**src/rtl/core/cdo_pkg.sv**
```systemverilog
// Shared types, constants and calendar helper functions for the date offset adder.
package cdo_pkg;

	// Default values for the top-level parameters.
	localparam int YEAR_LIMIT_DEF     = 9999;
	localparam int MAX_DAY_OFFSET_DEF = 1023;

	// Internal widths: the year is kept signed, wide enough for any sum or difference.
	localparam int YR_W      = 19;
	localparam int DAY_W     = 12;
	localparam int M400_W    = 9;
	localparam int REM_W     = 17;
	localparam int REM_STEPS = 2;
	localparam int CNT_W     = 2;

	// Remainder by 400: divide by 16 with a shift, then by 25 with a reciprocal multiply.
	// The reciprocal 10486 / 2^18 gives the exact quotient for every shifted value below 43690.
	localparam int          DIV16_SH    = 4;
	localparam int          RECIP_SHIFT = 18;
	localparam int          PROD_W      = 27;
	localparam logic [13:0] RECIP_25    = 14'd10486;

	// A multiple of 400 added to the year so that the remainder unit always sees a positive value.
	localparam logic [YR_W-1:0]   YEAR_BIAS = YR_W'(400 * 64);
	localparam logic [M400_W-1:0] QUAD_CENT = M400_W'(400);
	localparam logic [M400_W-1:0] QUAD_TOP  = M400_W'(399);

	// Operation select and status codes.
	localparam logic CMD_ADD     = 1'b0;
	localparam logic CMD_SUB     = 1'b1;
	localparam logic STATUS_OK   = 1'b0;
	localparam logic STATUS_SAT  = 1'b1;

	// Month numbers that the logic refers to.
	localparam logic [3:0] MONTH_JAN = 4'd1;
	localparam logic [3:0] MONTH_FEB = 4'd2;
	localparam logic [3:0] MONTH_APR = 4'd4;
	localparam logic [3:0] MONTH_JUN = 4'd6;
	localparam logic [3:0] MONTH_SEP = 4'd9;
	localparam logic [3:0] MONTH_NOV = 4'd11;
	localparam logic [3:0] MONTH_DEC = 4'd12;

	typedef enum logic [2:0] {
		ST_IDLE,
		ST_REM,
		ST_FIX,
		ST_LOOP,
		ST_DONE
	} state_t;

	// Commands from the controller to the datapath.
	typedef struct packed {
		logic load;
		logic rem_step;
		logic fix;
		logic loop_step;
		logic finish;
	} dp_cmd_t;

	// Status from the datapath to the controller.
	typedef struct packed {
		logic loop_done;
	} dp_stat_t;

	// Leap year test on the year taken modulo 400.
	function automatic logic leap_of(input logic [M400_W-1:0] m400);
		leap_of = (m400[1:0] == 2'd0) && (m400 != M400_W'(100)) &&
			(m400 != M400_W'(200)) && (m400 != M400_W'(300));
	endfunction

	// Length of a month, given whether its year is a leap year.
	function automatic logic [4:0] month_len(input logic [3:0] mo, input logic leap);
		logic [4:0] len;
		len = 5'd31;
		if (mo == MONTH_FEB) begin
			len = leap ? 5'd29 : 5'd28;
		end else if ((mo == MONTH_APR) || (mo == MONTH_JUN) || (mo == MONTH_SEP) ||
				(mo == MONTH_NOV)) begin
			len = 5'd30;
		end
		month_len = len;
	endfunction

endpackage

```
**src/rtl/core/cdo_rem400.sv**
```systemverilog
// Remainder of an unsigned value by 400, by reciprocal multiplication over two steps.
module cdo_rem400 import cdo_pkg::*; (
	input  logic                clk,
	input  logic                load,
	input  logic                step,
	input  logic [REM_W-1:0]    value,
	output logic [M400_W-1:0]   rem
);

	logic [REM_W-1:0]  val_q;
	logic [M400_W-1:0] quo_q;
	logic [M400_W-1:0] rem_q;
	logic [PROD_W-1:0] prod;
	logic [REM_W-1:0]  back;

	// Quotient by 400: the value divided by 16 with a shift, times the reciprocal of 25.
	assign prod = PROD_W'(val_q[REM_W-1:DIV16_SH]) * PROD_W'(RECIP_25);

	// The quotient times 400, to be taken back off the value.
	assign back = REM_W'(quo_q) * REM_W'(QUAD_CENT);

	// The first step forms the quotient and the second the remainder; the value holds meanwhile.
	always_ff @(posedge clk) begin
		if (load) begin
			val_q <= value;
		end else if (step) begin
			quo_q <= prod[PROD_W-1:RECIP_SHIFT];
			rem_q <= M400_W'(val_q - back);
		end
	end

	assign rem = rem_q;

endmodule

```
**src/rtl/core/cdo_dp.sv**
```systemverilog
// Datapath: field arithmetic, year remainders, month walk and result register.
module cdo_dp import cdo_pkg::*; #(
	parameter int YEAR_LIMIT     = YEAR_LIMIT_DEF,
	parameter int MAX_DAY_OFFSET = MAX_DAY_OFFSET_DEF
) (
	input  logic        clk,
	input  logic        arst_n,
	input  dp_cmd_t     cmd,
	output dp_stat_t    stat,
	input  logic        op,
	input  logic [13:0] base_year,
	input  logic [3:0]  base_month,
	input  logic [4:0]  base_day,
	input  logic [4:0]  base_hour,
	input  logic [5:0]  base_minute,
	input  logic [13:0] offset_years,
	input  logic [3:0]  offset_months,
	input  logic [9:0]  offset_days,
	input  logic [4:0]  offset_hours,
	input  logic [5:0]  offset_minutes,
	output logic [13:0] result_year,
	output logic [3:0]  result_month,
	output logic [4:0]  result_day,
	output logic [4:0]  result_hour,
	output logic [5:0]  result_minute,
	output logic        status
);

	localparam logic [YR_W-1:0] LIMIT_Y = YR_W'(YEAR_LIMIT);
	localparam logic [16:0]     MAX_D   = 17'(MAX_DAY_OFFSET);

	// Saturated input fields.
	logic [YR_W-1:0] by_c;
	logic [3:0]      bmo_c, omo_c;
	logic [4:0]      bd_c, bh_c, oh_c;
	logic [5:0]      bmi_c, omi_c;
	logic [9:0]      od_c;

	// Minute, hour and month results with their carries.
	logic [6:0]      mi_sum;
	logic            mi_cy;
	logic [5:0]      mi_add, mi_sub, mi_n;
	logic [5:0]      h_sum, h_take;
	logic            h_cy, h_bw;
	logic [4:0]      h_n;
	logic            mi_bw, day_cy;
	logic [4:0]      mo_sum;
	logic            mo_cy, mo_bw;
	logic [3:0]      mo_n;
	logic [YR_W-1:0] y_n, y_bias;

	// Registers loaded with the item.
	logic            sub_q, dc_q, status_q;
	logic [3:0]      bmo_q, mo_q, month_q;
	logic [4:0]      bd_q, h_q, day_q, hour_q;
	logic [5:0]      mi_q, minute_q;
	logic [9:0]      od_q;
	logic [YR_W-1:0] y_q;
	logic [13:0]     year_q;
	logic [DAY_W-1:0]  d_q;
	logic [M400_W-1:0] m400_q, rem_y, rem_b;

	// Fix-up and loop signals.
	logic [4:0]        lim_b, bd_fix, len_c, len_dn;
	logic [DAY_W-1:0]  d_fix;
	logic [3:0]        mo_up, mo_dn;
	logic [M400_W-1:0] m400_up, m400_dn, m400_sub;

	// Saturate each field into its range; the base day is only raised from 0 here.
	always_comb begin
		by_c  = (YR_W'(base_year) > LIMIT_Y) ? LIMIT_Y : YR_W'(base_year);
		bmo_c = (base_month == 4'd0) ? MONTH_JAN :
			((base_month > MONTH_DEC) ? MONTH_DEC : base_month);
		bd_c  = (base_day == 5'd0) ? 5'd1 : base_day;
		bh_c  = (base_hour > 5'd23) ? 5'd23 : base_hour;
		bmi_c = (base_minute > 6'd59) ? 6'd59 : base_minute;
		omo_c = (offset_months > 4'd11) ? 4'd11 : offset_months;
		od_c  = (17'(offset_days) > MAX_D) ? MAX_D[9:0] : offset_days;
		oh_c  = (offset_hours > 5'd23) ? 5'd23 : offset_hours;
		omi_c = (offset_minutes > 6'd59) ? 6'd59 : offset_minutes;
	end

	// Minutes and hours, a single carry or borrow each.
	always_comb begin
		mi_sum = 7'(bmi_c) + 7'(omi_c);
		mi_cy  = (mi_sum >= 7'd60);
		mi_add = mi_cy ? 6'(mi_sum - 7'd60) : mi_sum[5:0];
		mi_bw  = (bmi_c < omi_c);
		mi_sub = mi_bw ? 6'(bmi_c + 6'd60 - omi_c) : 6'(bmi_c - omi_c);
		h_sum  = 6'(bh_c) + 6'(oh_c) + 6'(mi_cy);
		h_cy   = (h_sum >= 6'd24);
		h_take = 6'(oh_c) + 6'(mi_bw);
		h_bw   = (6'(bh_c) < h_take);
		if (op == CMD_SUB) begin
			mi_n   = mi_sub;
			h_n    = h_bw ? 5'(6'(bh_c) + 6'd24 - h_take) : 5'(6'(bh_c) - h_take);
			day_cy = h_bw;
		end else begin
			mi_n   = mi_add;
			h_n    = h_cy ? 5'(h_sum - 6'd24) : h_sum[4:0];
			day_cy = h_cy;
		end
	end

	// Months and years, a single carry or borrow.
	always_comb begin
		mo_sum = 5'(bmo_c) + 5'(omo_c);
		mo_cy  = (mo_sum > 5'(MONTH_DEC));
		mo_bw  = (bmo_c <= omo_c);
		if (op == CMD_SUB) begin
			mo_n = mo_bw ? 4'(bmo_c + MONTH_DEC - omo_c) : 4'(bmo_c - omo_c);
			y_n  = by_c - YR_W'(offset_years) - YR_W'(mo_bw);
		end else begin
			mo_n = mo_cy ? 4'(mo_sum - 5'(MONTH_DEC)) : mo_sum[3:0];
			y_n  = by_c + YR_W'(offset_years) + YR_W'(mo_cy);
		end
		y_bias = y_n + YEAR_BIAS;
	end

	// Year modulo 400 for the working year and for the base year.
	cdo_rem400 u_rem_y (
		.clk   (clk),
		.load  (cmd.load),
		.step  (cmd.rem_step),
		.value (y_bias[REM_W-1:0]),
		.rem   (rem_y)
	);

	cdo_rem400 u_rem_b (
		.clk   (clk),
		.load  (cmd.load),
		.step  (cmd.rem_step),
		.value (by_c[REM_W-1:0]),
		.rem   (rem_b)
	);

	// Clamp the base day to its month and form the starting day count.
	always_comb begin
		lim_b  = month_len(bmo_q, leap_of(rem_b));
		bd_fix = (bd_q > lim_b) ? lim_b : bd_q;
		if (sub_q == CMD_SUB) begin
			d_fix = DAY_W'(bd_fix) - DAY_W'(od_q) - DAY_W'(dc_q);
		end else begin
			d_fix = DAY_W'(bd_fix) + DAY_W'(od_q) + DAY_W'(dc_q);
		end
	end

	// One month crossed per step, in either direction.
	always_comb begin
		len_c    = month_len(mo_q, leap_of(m400_q));
		mo_up    = (mo_q == MONTH_DEC) ? MONTH_JAN : 4'(mo_q + 4'd1);
		mo_dn    = (mo_q == MONTH_JAN) ? MONTH_DEC : 4'(mo_q - 4'd1);
		m400_up  = (m400_q == QUAD_TOP) ? '0 : M400_W'(m400_q + M400_W'(1));
		m400_dn  = (m400_q == '0) ? QUAD_TOP : M400_W'(m400_q - M400_W'(1));
		m400_sub = (mo_q == MONTH_JAN) ? m400_dn : m400_q;
		len_dn   = month_len(mo_dn, leap_of(m400_sub));
		if (sub_q == CMD_SUB) begin
			stat.loop_done = ($signed(d_q) >= $signed(DAY_W'(1)));
		end else begin
			stat.loop_done = ($signed(d_q) <= $signed(DAY_W'(len_c)));
		end
	end

	always_ff @(posedge clk) begin
		// Capture the item with its field arithmetic done.
		if (cmd.load) begin
			sub_q <= op;
			bmo_q <= bmo_c;
			bd_q  <= bd_c;
			od_q  <= od_c;
			dc_q  <= day_cy;
			mi_q  <= mi_n;
			h_q   <= h_n;
			mo_q  <= mo_n;
			y_q   <= y_n;
		end
		// Starting day count and the year remainder for the walk.
		if (cmd.fix) begin
			d_q    <= d_fix;
			m400_q <= rem_y;
		end
		// Walk across one month boundary.
		if (cmd.loop_step) begin
			if (sub_q == CMD_SUB) begin
				mo_q <= mo_dn;
				d_q  <= d_q + DAY_W'(len_dn);
				if (mo_q == MONTH_JAN) begin
					y_q    <= y_q - YR_W'(1);
					m400_q <= m400_dn;
				end
			end else begin
				mo_q <= mo_up;
				d_q  <= d_q - DAY_W'(len_c);
				if (mo_q == MONTH_DEC) begin
					y_q    <= y_q + YR_W'(1);
					m400_q <= m400_up;
				end
			end
		end
		// Result register: clamp below at year 0, saturate above the limit.
		if (cmd.finish) begin
			if ($signed(y_q) > $signed(LIMIT_Y)) begin
				year_q   <= LIMIT_Y[13:0];
				month_q  <= MONTH_DEC;
				day_q    <= 5'd31;
				hour_q   <= 5'd23;
				minute_q <= 6'd59;
				status_q <= STATUS_SAT;
			end else begin
				year_q   <= ($signed(y_q) < 0) ? 14'd0 : y_q[13:0];
				month_q  <= mo_q;
				day_q    <= d_q[4:0];
				hour_q   <= h_q;
				minute_q <= mi_q;
				status_q <= STATUS_OK;
			end
		end
	end

	assign result_year   = year_q;
	assign result_month  = month_q;
	assign result_day    = day_q;
	assign result_hour   = hour_q;
	assign result_minute = minute_q;
	assign status        = status_q;

	// A finished walk leaves a real month and a day count that fits the result field.
	a_finish_month: assert property (@(posedge clk) disable iff (!arst_n)
		cmd.finish |-> ((mo_q >= MONTH_JAN) && (mo_q <= MONTH_DEC)))
		else $error("month out of range at finish");

	a_finish_day: assert property (@(posedge clk) disable iff (!arst_n)
		cmd.finish |-> (($signed(d_q) >= $signed(DAY_W'(1))) &&
			($signed(d_q) <= $signed(DAY_W'(31)))))
		else $error("day out of range at finish");

endmodule

```
**src/rtl/core/cdo_ctrl.sv**
```systemverilog
// Controller: sequences load, remainder, fix-up, month walk and result hand-off.
module cdo_ctrl import cdo_pkg::*; (
	input  logic     clk,
	input  logic     arst_n,
	input  logic     s_tvalid,
	output logic     s_tready,
	output logic     m_tvalid,
	input  logic     m_tready,
	input  dp_stat_t stat,
	output dp_cmd_t  cmd
);

	localparam logic [CNT_W-1:0] REM_LAST = CNT_W'(REM_STEPS - 1);

	state_t           state_q, state_d;
	logic [CNT_W-1:0] rem_cnt_q;
	logic             out_valid_q;
	logic             slot_free;

	// The result register can take a new beat once the old one is gone or leaving.
	assign slot_free = !out_valid_q || m_tready;

	// Next state.
	always_comb begin
		state_d = state_q;
		unique case (state_q)
			ST_IDLE: begin
				if (s_tvalid) state_d = ST_REM;
			end
			ST_REM: begin
				if (rem_cnt_q == REM_LAST) state_d = ST_FIX;
			end
			ST_FIX: begin
				state_d = ST_LOOP;
			end
			ST_LOOP: begin
				if (stat.loop_done) state_d = ST_DONE;
			end
			ST_DONE: begin
				if (slot_free) state_d = ST_IDLE;
			end
			default: begin
				state_d = ST_IDLE;
			end
		endcase
	end

	// Commands to the datapath.
	always_comb begin
		cmd      = '0;
		s_tready = 1'b0;
		unique case (state_q)
			ST_IDLE: begin
				s_tready = 1'b1;
				cmd.load = s_tvalid;
			end
			ST_REM: begin
				cmd.rem_step = 1'b1;
			end
			ST_FIX: begin
				cmd.fix = 1'b1;
			end
			ST_LOOP: begin
				cmd.loop_step = !stat.loop_done;
			end
			ST_DONE: begin
				cmd.finish = slot_free;
			end
			default: begin
				cmd = '0;
			end
		endcase
	end

	always_ff @(posedge clk or negedge arst_n) begin
		if (!arst_n) begin
			state_q     <= ST_IDLE;
			rem_cnt_q   <= '0;
			out_valid_q <= 1'b0;
		end else begin
			state_q <= state_d;
			// Remainder step counter.
			if (cmd.load) begin
				rem_cnt_q <= '0;
			end else if (cmd.rem_step) begin
				rem_cnt_q <= CNT_W'(rem_cnt_q + CNT_W'(1));
			end
			// Result beat valid.
			if (cmd.finish) begin
				out_valid_q <= 1'b1;
			end else if (m_tready) begin
				out_valid_q <= 1'b0;
			end
		end
	end

	assign m_tvalid = out_valid_q;

	// An accepted beat always starts the remainder phase.
	a_load_rem: assert property (@(posedge clk) disable iff (!arst_n)
		cmd.load |=> (state_q == ST_REM))
		else $error("load did not start the remainder phase");

	// The result register is never overwritten while a beat still waits there.
	a_finish_free: assert property (@(posedge clk) disable iff (!arst_n)
		cmd.finish |-> (!out_valid_q || m_tready))
		else $error("result overwritten before it was taken");

	// The remainder counter stays within the step count.
	a_rem_bound: assert property (@(posedge clk) disable iff (!arst_n)
		(state_q == ST_REM) |-> (rem_cnt_q <= REM_LAST))
		else $error("remainder counter overran");

	// A result appears only in the cycle after the controller was in the done state.
	a_valid_source: assert property (@(posedge clk) disable iff (!arst_n)
		$rose(out_valid_q) |-> $past(state_q == ST_DONE))
		else $error("result valid without a finished item");

endmodule

```
**src/rtl/core/calendar_date_offset_adder.sv**
```systemverilog
// Top level of the calendar date offset adder: stream ports, controller and datapath.
// Takes one beat holding a base date and time plus an offset, adds or subtracts it, and
// returns the normalised date with a saturation flag. Items are handled one at a time.
// An item passes through these steps from acceptance to the next acceptance: the
// accepting cycle, the remainder of the year by 400 that drives the leap-year test (a
// reciprocal multiplication, then the subtraction), the day fix-up, the month walk at one
// month per cycle across each month boundary the day count crosses (up to about 35 months
// for a 1023-day offset) and the write of the result register. That last step waits while
// an earlier result is still held there and the receiver is not ready.
// The result sits in an output register, so a new beat is taken while it waits.
module calendar_date_offset_adder import cdo_pkg::*; #(
	parameter int YEAR_LIMIT     = YEAR_LIMIT_DEF,
	parameter int MAX_DAY_OFFSET = MAX_DAY_OFFSET_DEF
) (
	input  logic        clk,
	input  logic        arst_n,
	input  logic        s_tvalid,
	output logic        s_tready,
	// base_year, base_month, base_day, base_hour, base_minute, offset_years,
	// offset_months, offset_days, offset_hours, offset_minutes, zero padding
	input  logic [79:0] s_tdata,
	// cmd
	input  logic [0:0]  s_tuser,
	output logic        m_tvalid,
	input  logic        m_tready,
	// result_year, result_month, result_day, result_hour, result_minute, zero padding
	output logic [39:0] m_tdata,
	// status
	output logic [0:0]  m_tuser
);

	dp_cmd_t     cmd;
	dp_stat_t    stat;
	logic [13:0] result_year;
	logic [3:0]  result_month;
	logic [4:0]  result_day;
	logic [4:0]  result_hour;
	logic [5:0]  result_minute;
	logic        status;

	cdo_ctrl u_ctrl (
		.clk      (clk),
		.arst_n   (arst_n),
		.s_tvalid (s_tvalid),
		.s_tready (s_tready),
		.m_tvalid (m_tvalid),
		.m_tready (m_tready),
		.stat     (stat),
		.cmd      (cmd)
	);

	cdo_dp #(
		.YEAR_LIMIT     (YEAR_LIMIT),
		.MAX_DAY_OFFSET (MAX_DAY_OFFSET)
	) u_dp (
		.clk            (clk),
		.arst_n         (arst_n),
		.cmd            (cmd),
		.stat           (stat),
		.op             (s_tuser[0]),
		.base_year      (s_tdata[13:0]),
		.base_month     (s_tdata[17:14]),
		.base_day       (s_tdata[22:18]),
		.base_hour      (s_tdata[27:23]),
		.base_minute    (s_tdata[33:28]),
		.offset_years   (s_tdata[47:34]),
		.offset_months  (s_tdata[51:48]),
		.offset_days    (s_tdata[61:52]),
		.offset_hours   (s_tdata[66:62]),
		.offset_minutes (s_tdata[72:67]),
		.result_year    (result_year),
		.result_month   (result_month),
		.result_day     (result_day),
		.result_hour    (result_hour),
		.result_minute  (result_minute),
		.status         (status)
	);

	// Pack the result beat.
	assign m_tdata = {6'd0, result_minute, result_hour, result_day, result_month, result_year};
	assign m_tuser = status;

endmodule
```
**config.mk**
```make
export PLATFORM = sky130hd
export DESIGN_NAME = calendar_date_offset_adder
export DESIGN_NICKNAME = d
export VERILOG_FILES = /design/src/rtl/core/cdo_pkg.sv /design/src/rtl/core/cdo_rem400.sv /design/src/rtl/core/cdo_dp.sv /design/src/rtl/core/cdo_ctrl.sv /design/src/rtl/core/calendar_date_offset_adder.sv
export SDC_FILE = /design/constraint.sdc
export NUM_CORES = 1
export LEC_CHECK = 0
export ABC_CLOCK_PERIOD_IN_PS = 6100
export BUFFER_PORTS_ARGS = -buffer_cell sky130_fd_sc_hd__buf_2
export CELL_PAD_IN_SITES_DETAIL_PLACEMENT = 0
export CELL_PAD_IN_SITES_GLOBAL_PLACEMENT = 1
export CORE_ASPECT_RATIO = 1.75
export CORE_UTILIZATION = 30
export CTS_CLUSTER_DIAMETER = 30
export DETAILED_ROUTE_END_ITERATION = 10
export GPL_TIMING_DRIVEN = 0
export MAX_ROUTING_LAYER = met4
export PLACE_DENSITY_LB_ADDON = 0.05
export SLEW_MARGIN = 20
export SYNTH_ARGS = -nofsm -noshare
export SYNTH_HDL_FRONTEND = slang
export SYNTH_SLANG_ARGS = --single-unit
```
**constraint.sdc**
```tcl
create_clock -name clk -period 6.1 [get_ports clk]
set_clock_uncertainty 0.15 [all_clocks]
set_input_delay 0.61 -clock clk [delete_from_list [all_inputs] [get_ports clk]]
set_output_delay 0.61 -clock clk [all_outputs]
set_load 0.02 [all_outputs]
```
== Word level (Yosys, flattened, before mapping) ==
Index checks and enable logic that the tools add are counted.

* Bits in registers: 184
* Bits of input ports: 85
* Output and inout bits: 43

* Add/subtract/negate cells: 37
* Multiply operators: 4
* Order comparisons: 18
* Equality and inequality tests: 36
* Multiplexer cells: 69
* Bitwise gates (word level): 1
* Reduce and logical (&&, ||, !) cells: 35

{| class="wikitable"
|+ Operator list
! operator !! count
|-
| 19-bit 2-to-1 mux || 6
|-
| 9-bit 2-to-1 mux || 8
|-
| 12-bit 2-to-1 mux || 4
|-
| 5-bit 2-to-1 mux || 9
|-
| 4-bit 2-to-1 mux || 11
|-
| 6-bit 2-to-1 mux || 5
|-
| 4-bit equality test, second input constant || 7
|-
| 14-bit 2-to-1 mux || 2
|-
| 9-bit by 7-bit != test with 1-bit output, second input constant || 3
|-
| 9-bit by 8-bit != test with 1-bit output, second input constant || 3
|-
| 9-bit != test, second input constant || 3
|-
| 13-bit by 13-bit multiplier with 26-bit output, second input constant || 1
|-
| 4-bit by 3-bit equality test with 1-bit output, second input constant || 6
|-
| 10-bit by 13-bit multiplier with 23-bit output, second input constant || 1
|-
| 19-bit by 1-bit adder with 19-bit output || 1
|-
| 19-bit by 1-bit adder with 19-bit output, second input constant || 1
|-
| 19-bit by 15-bit greater-than comparator with 1-bit output, second input constant || 1
|-
| 19-bit by 1-bit < comparator with 1-bit output, second input constant || 1
|-
| 19-bit by 1-bit subtractor with 19-bit output || 1
|-
| 19-bit by 1-bit subtractor with 19-bit output, second input constant || 1
|-
| 9-bit by 5-bit multiplier with 5-bit output, second input constant || 2
|-
| 9-bit subtractor || 2
|-
| 17-bit by 15-bit adder with 17-bit output, second input constant || 1
|-
| 1-bit 2-to-1 mux || 17
|-
| 65 further kinds || 103
|}

== Logic depth before layout (Yosys ltp) ==
* Word-level depth: 13
* Gate-level depth with buffers: 26
* Depth with buffers taken out: 26

== Cells and area by module ==
A second synthesis with hierarchy kept.

* Cells, all modules: 2,211
* Area, all modules: 20,339.5 um^2

{| class="wikitable"
|+ By module, submodules not included
! module !! times used !! cells each !! area each (um^2) !! sequential area each (um^2)
|-
| cdo_dp || 1 || 1,452 || 11,917.7 || 3,052.9
|-
| cdo_rem400 (u_dp.u_rem_b) || 1 || 366 || 4,071.4 || 930.9
|-
| cdo_rem400 (u_dp.u_rem_y) || 1 || 352 || 3,972.6 || 930.9
|-
| cdo_ctrl || 1 || 34 || 329.1 || 150.1
|-
| calendar_date_offset_adder || 1 || 7 || 48.8 || 0.0
|}

== Least setup slack after synthesis ==
No wires, ideal clock.

* Path kind: input -> register
* From: input s_tdata[15]
* To: register u_dp.u_rem_y.val_q[16] (data pin)
* Setup time: 266 ps
* Arrival time: 4,896 ps
* Required time: 5,684 ps
* Path slack: 789 ps
* Cell stages on the path: 23
* Cells stage by stage: a21boi_0 > ha_1 > a21oi_1 > nor2_1 > nor2_1 > xnor2_1 > inv_1 > ha_1 > nand2_1 > o21ai_0 > o21ai_0 > ha_1 > nand3_1 > nor3_1 > nor2b_1 > or3b_4 > nor2_1 > xnor2_1 > mux2_2 > ha_1 > and2_4 > o31ai_2 > xor2_1

* Cells in the longest elaborated chain, start to end: 8
* Elaborated cells between the ends (all ways): 11

{| class="wikitable"
|+ RTL lines
! item !! RTL line !! source
|-
| from (decl) || calendar_date_offset_adder.sv:21 || <nowiki>input logic [79:0] s_tdata,</nowiki>
|-
| 4-bit greater-than comparator || cdo_dp.sv:73 || <nowiki>((base_month > MONTH_DEC) ? MONTH_DEC : base_month);</nowiki>
|-
| 4-bit 2-to-1 mux || cdo_dp.sv:73 ||
|-
| 4-bit 2-to-1 mux (*) || cdo_dp.sv:72 || <nowiki>bmo_c = (base_month == 4'd0) ? MONTH_JAN :</nowiki>
|-
| 4-bit by 4-bit adder with 5-bit output || cdo_dp.sv:107 || <nowiki>mo_sum = 5'(bmo_c) + 5'(omo_c);</nowiki>
|-
| 5-bit by 4-bit greater-than comparator with 1-bit output || cdo_dp.sv:108 || <nowiki>mo_cy = (mo_sum > 5'(MONTH_DEC));</nowiki>
|-
| 19-bit by 1-bit adder with 19-bit output || cdo_dp.sv:115 || <nowiki>y_n = by_c + YR_W'(offset_years) + YR_W'(mo_cy);</nowiki>
|-
| 19-bit 2-to-1 mux (*) || cdo_dp.sv:110 || <nowiki>if (op == CMD_SUB) begin</nowiki>
|-
| 17-bit by 15-bit adder with 17-bit output (*) || cdo_dp.sv:117 || <nowiki>y_bias = y_n + YEAR_BIAS;</nowiki>
|-
| via u_dp.u_rem_y.value[16] || cdo_rem400.sv:6 || <nowiki>input logic [REM_W-1:0] value,</nowiki>
|-
| to (signal assigned) || cdo_rem400.sv:25 || <nowiki>val_q <= value;</nowiki>
|-
| to (decl) || cdo_rem400.sv:10 || <nowiki>logic [REM_W-1:0] val_q;</nowiki>
|}

Mark *: on every way through the listed nets, which the timed path passes. The rest lies on a longest branch.
A chain may end at the register's enable or synchronous reset.

== Final worst setup path ==
* From: register u_dp.u_rem_b.val_q[8]
* To: register u_dp.u_rem_b.quo_q[4] (data pin)

* Cells in the longest elaborated chain, start to end: 1

{| class="wikitable"
|+ RTL lines
! item !! RTL line !! source
|-
| from (decl) || cdo_rem400.sv:10 ||
|-
| from (signal assigned) || cdo_rem400.sv:25 ||
|-
| 10-bit by 13-bit multiplier with 23-bit output || cdo_rem400.sv:17 || <nowiki>assign prod = PROD_W'(val_q[REM_W-1:DIV16_SH]) * PROD_W'(RECIP_25);</nowiki>
|-
| via u_dp.u_rem_b.prod[22] || cdo_rem400.sv:13 || <nowiki>logic [PROD_W-1:0] prod;</nowiki>
|-
| to (signal assigned) || cdo_rem400.sv:27 || <nowiki>quo_q <= prod[PROD_W-1:RECIP_SHIFT];</nowiki>
|-
| to (decl) || cdo_rem400.sv:11 || <nowiki>logic [M400_W-1:0] quo_q;</nowiki>
|}

The timed path passes the listed nets, and every way through them passes these cells.

==> impl_metrics.env <==
export IMPL_hp_class="in -> reg"
export IMPL_fin_util_pct=34.1
export IMPL_cts_root_buffer="clkbuf_16"
export IMPL_rows=123
export IMPL_drt_iter0_drc=622
export IMPL_port_buffers=114
export IMPL_place_inst=3081
export IMPL_cts_buffers=17
export IMPL_rsz0062_at_grt="false"
export IMPL_ys_types=97
export IMPL_num_vias=15367
export IMPL_finalHoldViolCount=0
export IMPL_worstMarginPinSlew_ns=1.03
export IMPL_n_antenna_cell=0
export IMPL_initial_core_util_pct=30.4
export IMPL_first_pass_iters=5
export IMPL_dpl_instance_area_um2=21300
export IMPL_dp_hpwl_um=51400
export IMPL_post_place_ws_ns=-0.848
export IMPL_wire_per_inst_um=19.6
export IMPL_synth_edff_count=142
export IMPL_async_flop_share_pct=3.41
export IMPL_arrival_ns=5.78
export IMPL_clk_path_buf_depth=2
export IMPL_wl_um=61000
export IMPL_viasPerCell=4.93
export IMPL_antenna_found_initial=2
export IMPL_layout_min_cycle_time_ns=5.71
export IMPL_setup_viol=0
export IMPL_setup_ws_ns=0.385
export IMPL_ys_seq_area_share_pct=25.4
export IMPL_worstSetupPathType="reg -> reg"
export IMPL_required_ns=6.17
export IMPL_fin_nets=2762
export IMPL_die_y_um=340
export IMPL_outcome="complete, no violations"
export IMPL_clock_sinks=176
export IMPL_insertion_delay_ns=0.47
export IMPL_fmax_mhz=175
export IMPL_yosys_area_top_type="edfxtp_1"
export IMPL_timing_final_crit_share_pct=93.7
export IMPL_cts_tree="built"
export IMPL_overflow=0
export IMPL_fp_coreArea_um2=64500
export IMPL_grt_pass1_wl_um=94600
export IMPL_htreeDepth=4
export IMPL_track_usage_pct=19.5
export IMPL_crit_path_start_kind="flop"
export IMPL_ys_ff_latch=176
export IMPL_drc=0
export IMPL_io_pins=128
export IMPL_stdcell_area_um2=22000
export IMPL_yosysWarnings=0
export IMPL_gp_congestion=0.866
export IMPL_final_cells=3117
export IMPL_area_growth_pct=12.2
export IMPL_ys_top_cells_by_count="inv_1 (305), ha_1 (275), nor2_1 (148)"
export IMPL_fp_dieW_um=195
export IMPL_synth_cells=2142
export IMPL_path_max_fanout=6
export IMPL_power_density_nw_per_um2=531
export IMPL_antenna_left=0
export IMPL_yosysMostFrequentCell="inv_1"
export IMPL_relSlewSlack_pct=31.6
export IMPL_synth_area_leaders="edfxtp_1 (22%), ha_1 (18%), fa_1 (11%)"
export IMPL_worstSetupEndpointType="flop"
export IMPL_grt_pass1_vias=16193
export IMPL_max_cap_violations=0
export IMPL_dieArea_um2=66400
export IMPL_slew_violations=0
export IMPL_layout_drive_gt1_share_pct=9.85
export IMPL_yosysTopAreaCellShare_pct=21.8
export IMPL_p_leak_uw=0.00970
export IMPL_synth_main_ff_cell="edfxtp_1"
export IMPL_postSynthAreaPerCell_um2=9.15
export IMPL_clk_pin_slew_worst_paths_ns=0.08
export IMPL_peakVddDrop_v=0.000346
export IMPL_whs_ns=0.160
export IMPL_grt_max_degree=39
export IMPL_syn_area_um2=19600
area by class of cell:
type,instances,area [um^2]
Clock inverter,15,145
Tap cell,812,1020
Sequential cell,176,4970
Fill cell,6721,42500
Clock buffer,17,425
Multi-Input combinational cell,1563,13200
Inverter,307,1150
Timing Repair Buffer,126,687
Buffer,101,425
cells in the final DEF (no fill, tap or decap), drive strengths merged, types with 10 or more instances in the layout:
cell | synthesis | layout
a211oi | 11 | 11
a21o | 32 | 32
a21oi | 123 | 123
a22oi | 10 | 10
a31oi | 20 | 20
and2 | 19 | 19
and3 | 17 | 17
buf | 16 | 142
clkbuf | 85 | 101
dfxtp | 28 | 28
edfxtp | 142 | 142
fa | 110 | 110
ha | 275 | 275
inv | 306 | 314
mux2i | 25 | 25
nand2 | 121 | 121
nand2b | 50 | 50
nand3 | 35 | 35
nand4 | 17 | 17
nor2 | 151 | 151
nor2b | 22 | 22
nor3 | 40 | 40
nor4 | 10 | 10
o211ai | 15 | 15
o21a | 10 | 10
o21ai | 98 | 98
o21bai | 11 | 11
o22ai | 32 | 32
or2 | 10 | 10
or3 | 12 | 12
xnor2 | 115 | 115
xor2 | 47 | 47
critical path, stage by stage (launching register included):
cell and delay, ns:
edfxtp_1 0.60, fa_1 0.60, fa_1 0.50, inv_1 0.05, fa_1 0.50, inv_1 0.05, fa_1 0.56, fa_1 0.43
ha_1 0.34, a21o_1 0.19, a21o_1 0.16, a21oi_1 0.16, nor2_1 0.07, a21oi_1 0.10, o21ai_0 0.18, o41ai_1 0.53
o21ba_2 0.21, xnor2_1 0.06
repair_timing:
action / CTS / global route
setup endpoints to repair: 12 / 9
resized for setup: 5 / 17
hold buffers: 1 / 0
pin swaps: 0 / 1
gates cloned: 0 / 0
buffers inserted: 0 / 3
hold endpoints to repair: 6 / 0
power breakdown:
| part | switching, uW | total [uW] | leakage, uW | internal (uW) |
|---|---|---|---|---|
| Combinational | 4750 | 8350 | 0.00779 | 3600 |
| Sequential | 287 | 2220 | 0.00162 | 1930 |
| Clock | 562 | 1110 | 0.000284 | 544 |
logic make-up after synthesis:
group / synth area share, %
simple gates: 13.8
xor+xnor: 7.34
mux: 1.58
flops: 25.4
other cells: 0.0191
compound gates: 15.0
fa+ha+maj: 28.9
buf+inv: 8.03
layer usage:
metal  global-route usage [%]  up-vias  part of all wire (%)
li1                         -     7676                     -
met4                     7.96        0                   3.8
met5                        -        -                     0
met3                     1.66       88                   1.7
met1                     18.7     7369                    36
met2                     39.0      234                    58
per-stage QoR:
stage / total power, uW / setup TNS, ns
6_report: 11700 / 0
4_1_cts: 12000 / 0
3_3_place_gp: 10600 / -9.57
5_1_grt: 13200 / 0
2_1_floorplan: 8430 / 0
3_5_place_dp: 10700 / -5.56
registers in the layout, indices dropped and copies added, names as in the netlist, 10 cells and up:
signal and cells:
u_dp.d_q 12, u_dp.u_rem_b.val_q 14, u_dp.od_q 10, u_dp.u_rem_y.val_q 17, u_dp.result_year 14, u_dp.y_q 19
worst paths after layout:
check                                      start                    end  slack [ns]  depth (start not counted)
hold / removal                       s_tdata[58]           u_dp.od_q[6]        0.16                          1
setup reg to reg           u_dp.u_rem_b.val_q[8]  u_dp.u_rem_b.quo_q[4]        0.39                         17
hold reg to reg            u_dp.u_rem_b.val_q[2]    u_dp.u_rem_b.rem[2]        0.27                          0
min in group asynchronous                 arst_n    u_ctrl.rem_cnt_q[0]        0.36                          2
setup / recovery           u_dp.u_rem_b.val_q[8]  u_dp.u_rem_b.quo_q[4]        0.39                         17
max in group asynchronous                 arst_n      u_ctrl.state_q[0]        5.28                          2
Note: power is estimated with default switching activity, not from simulation.
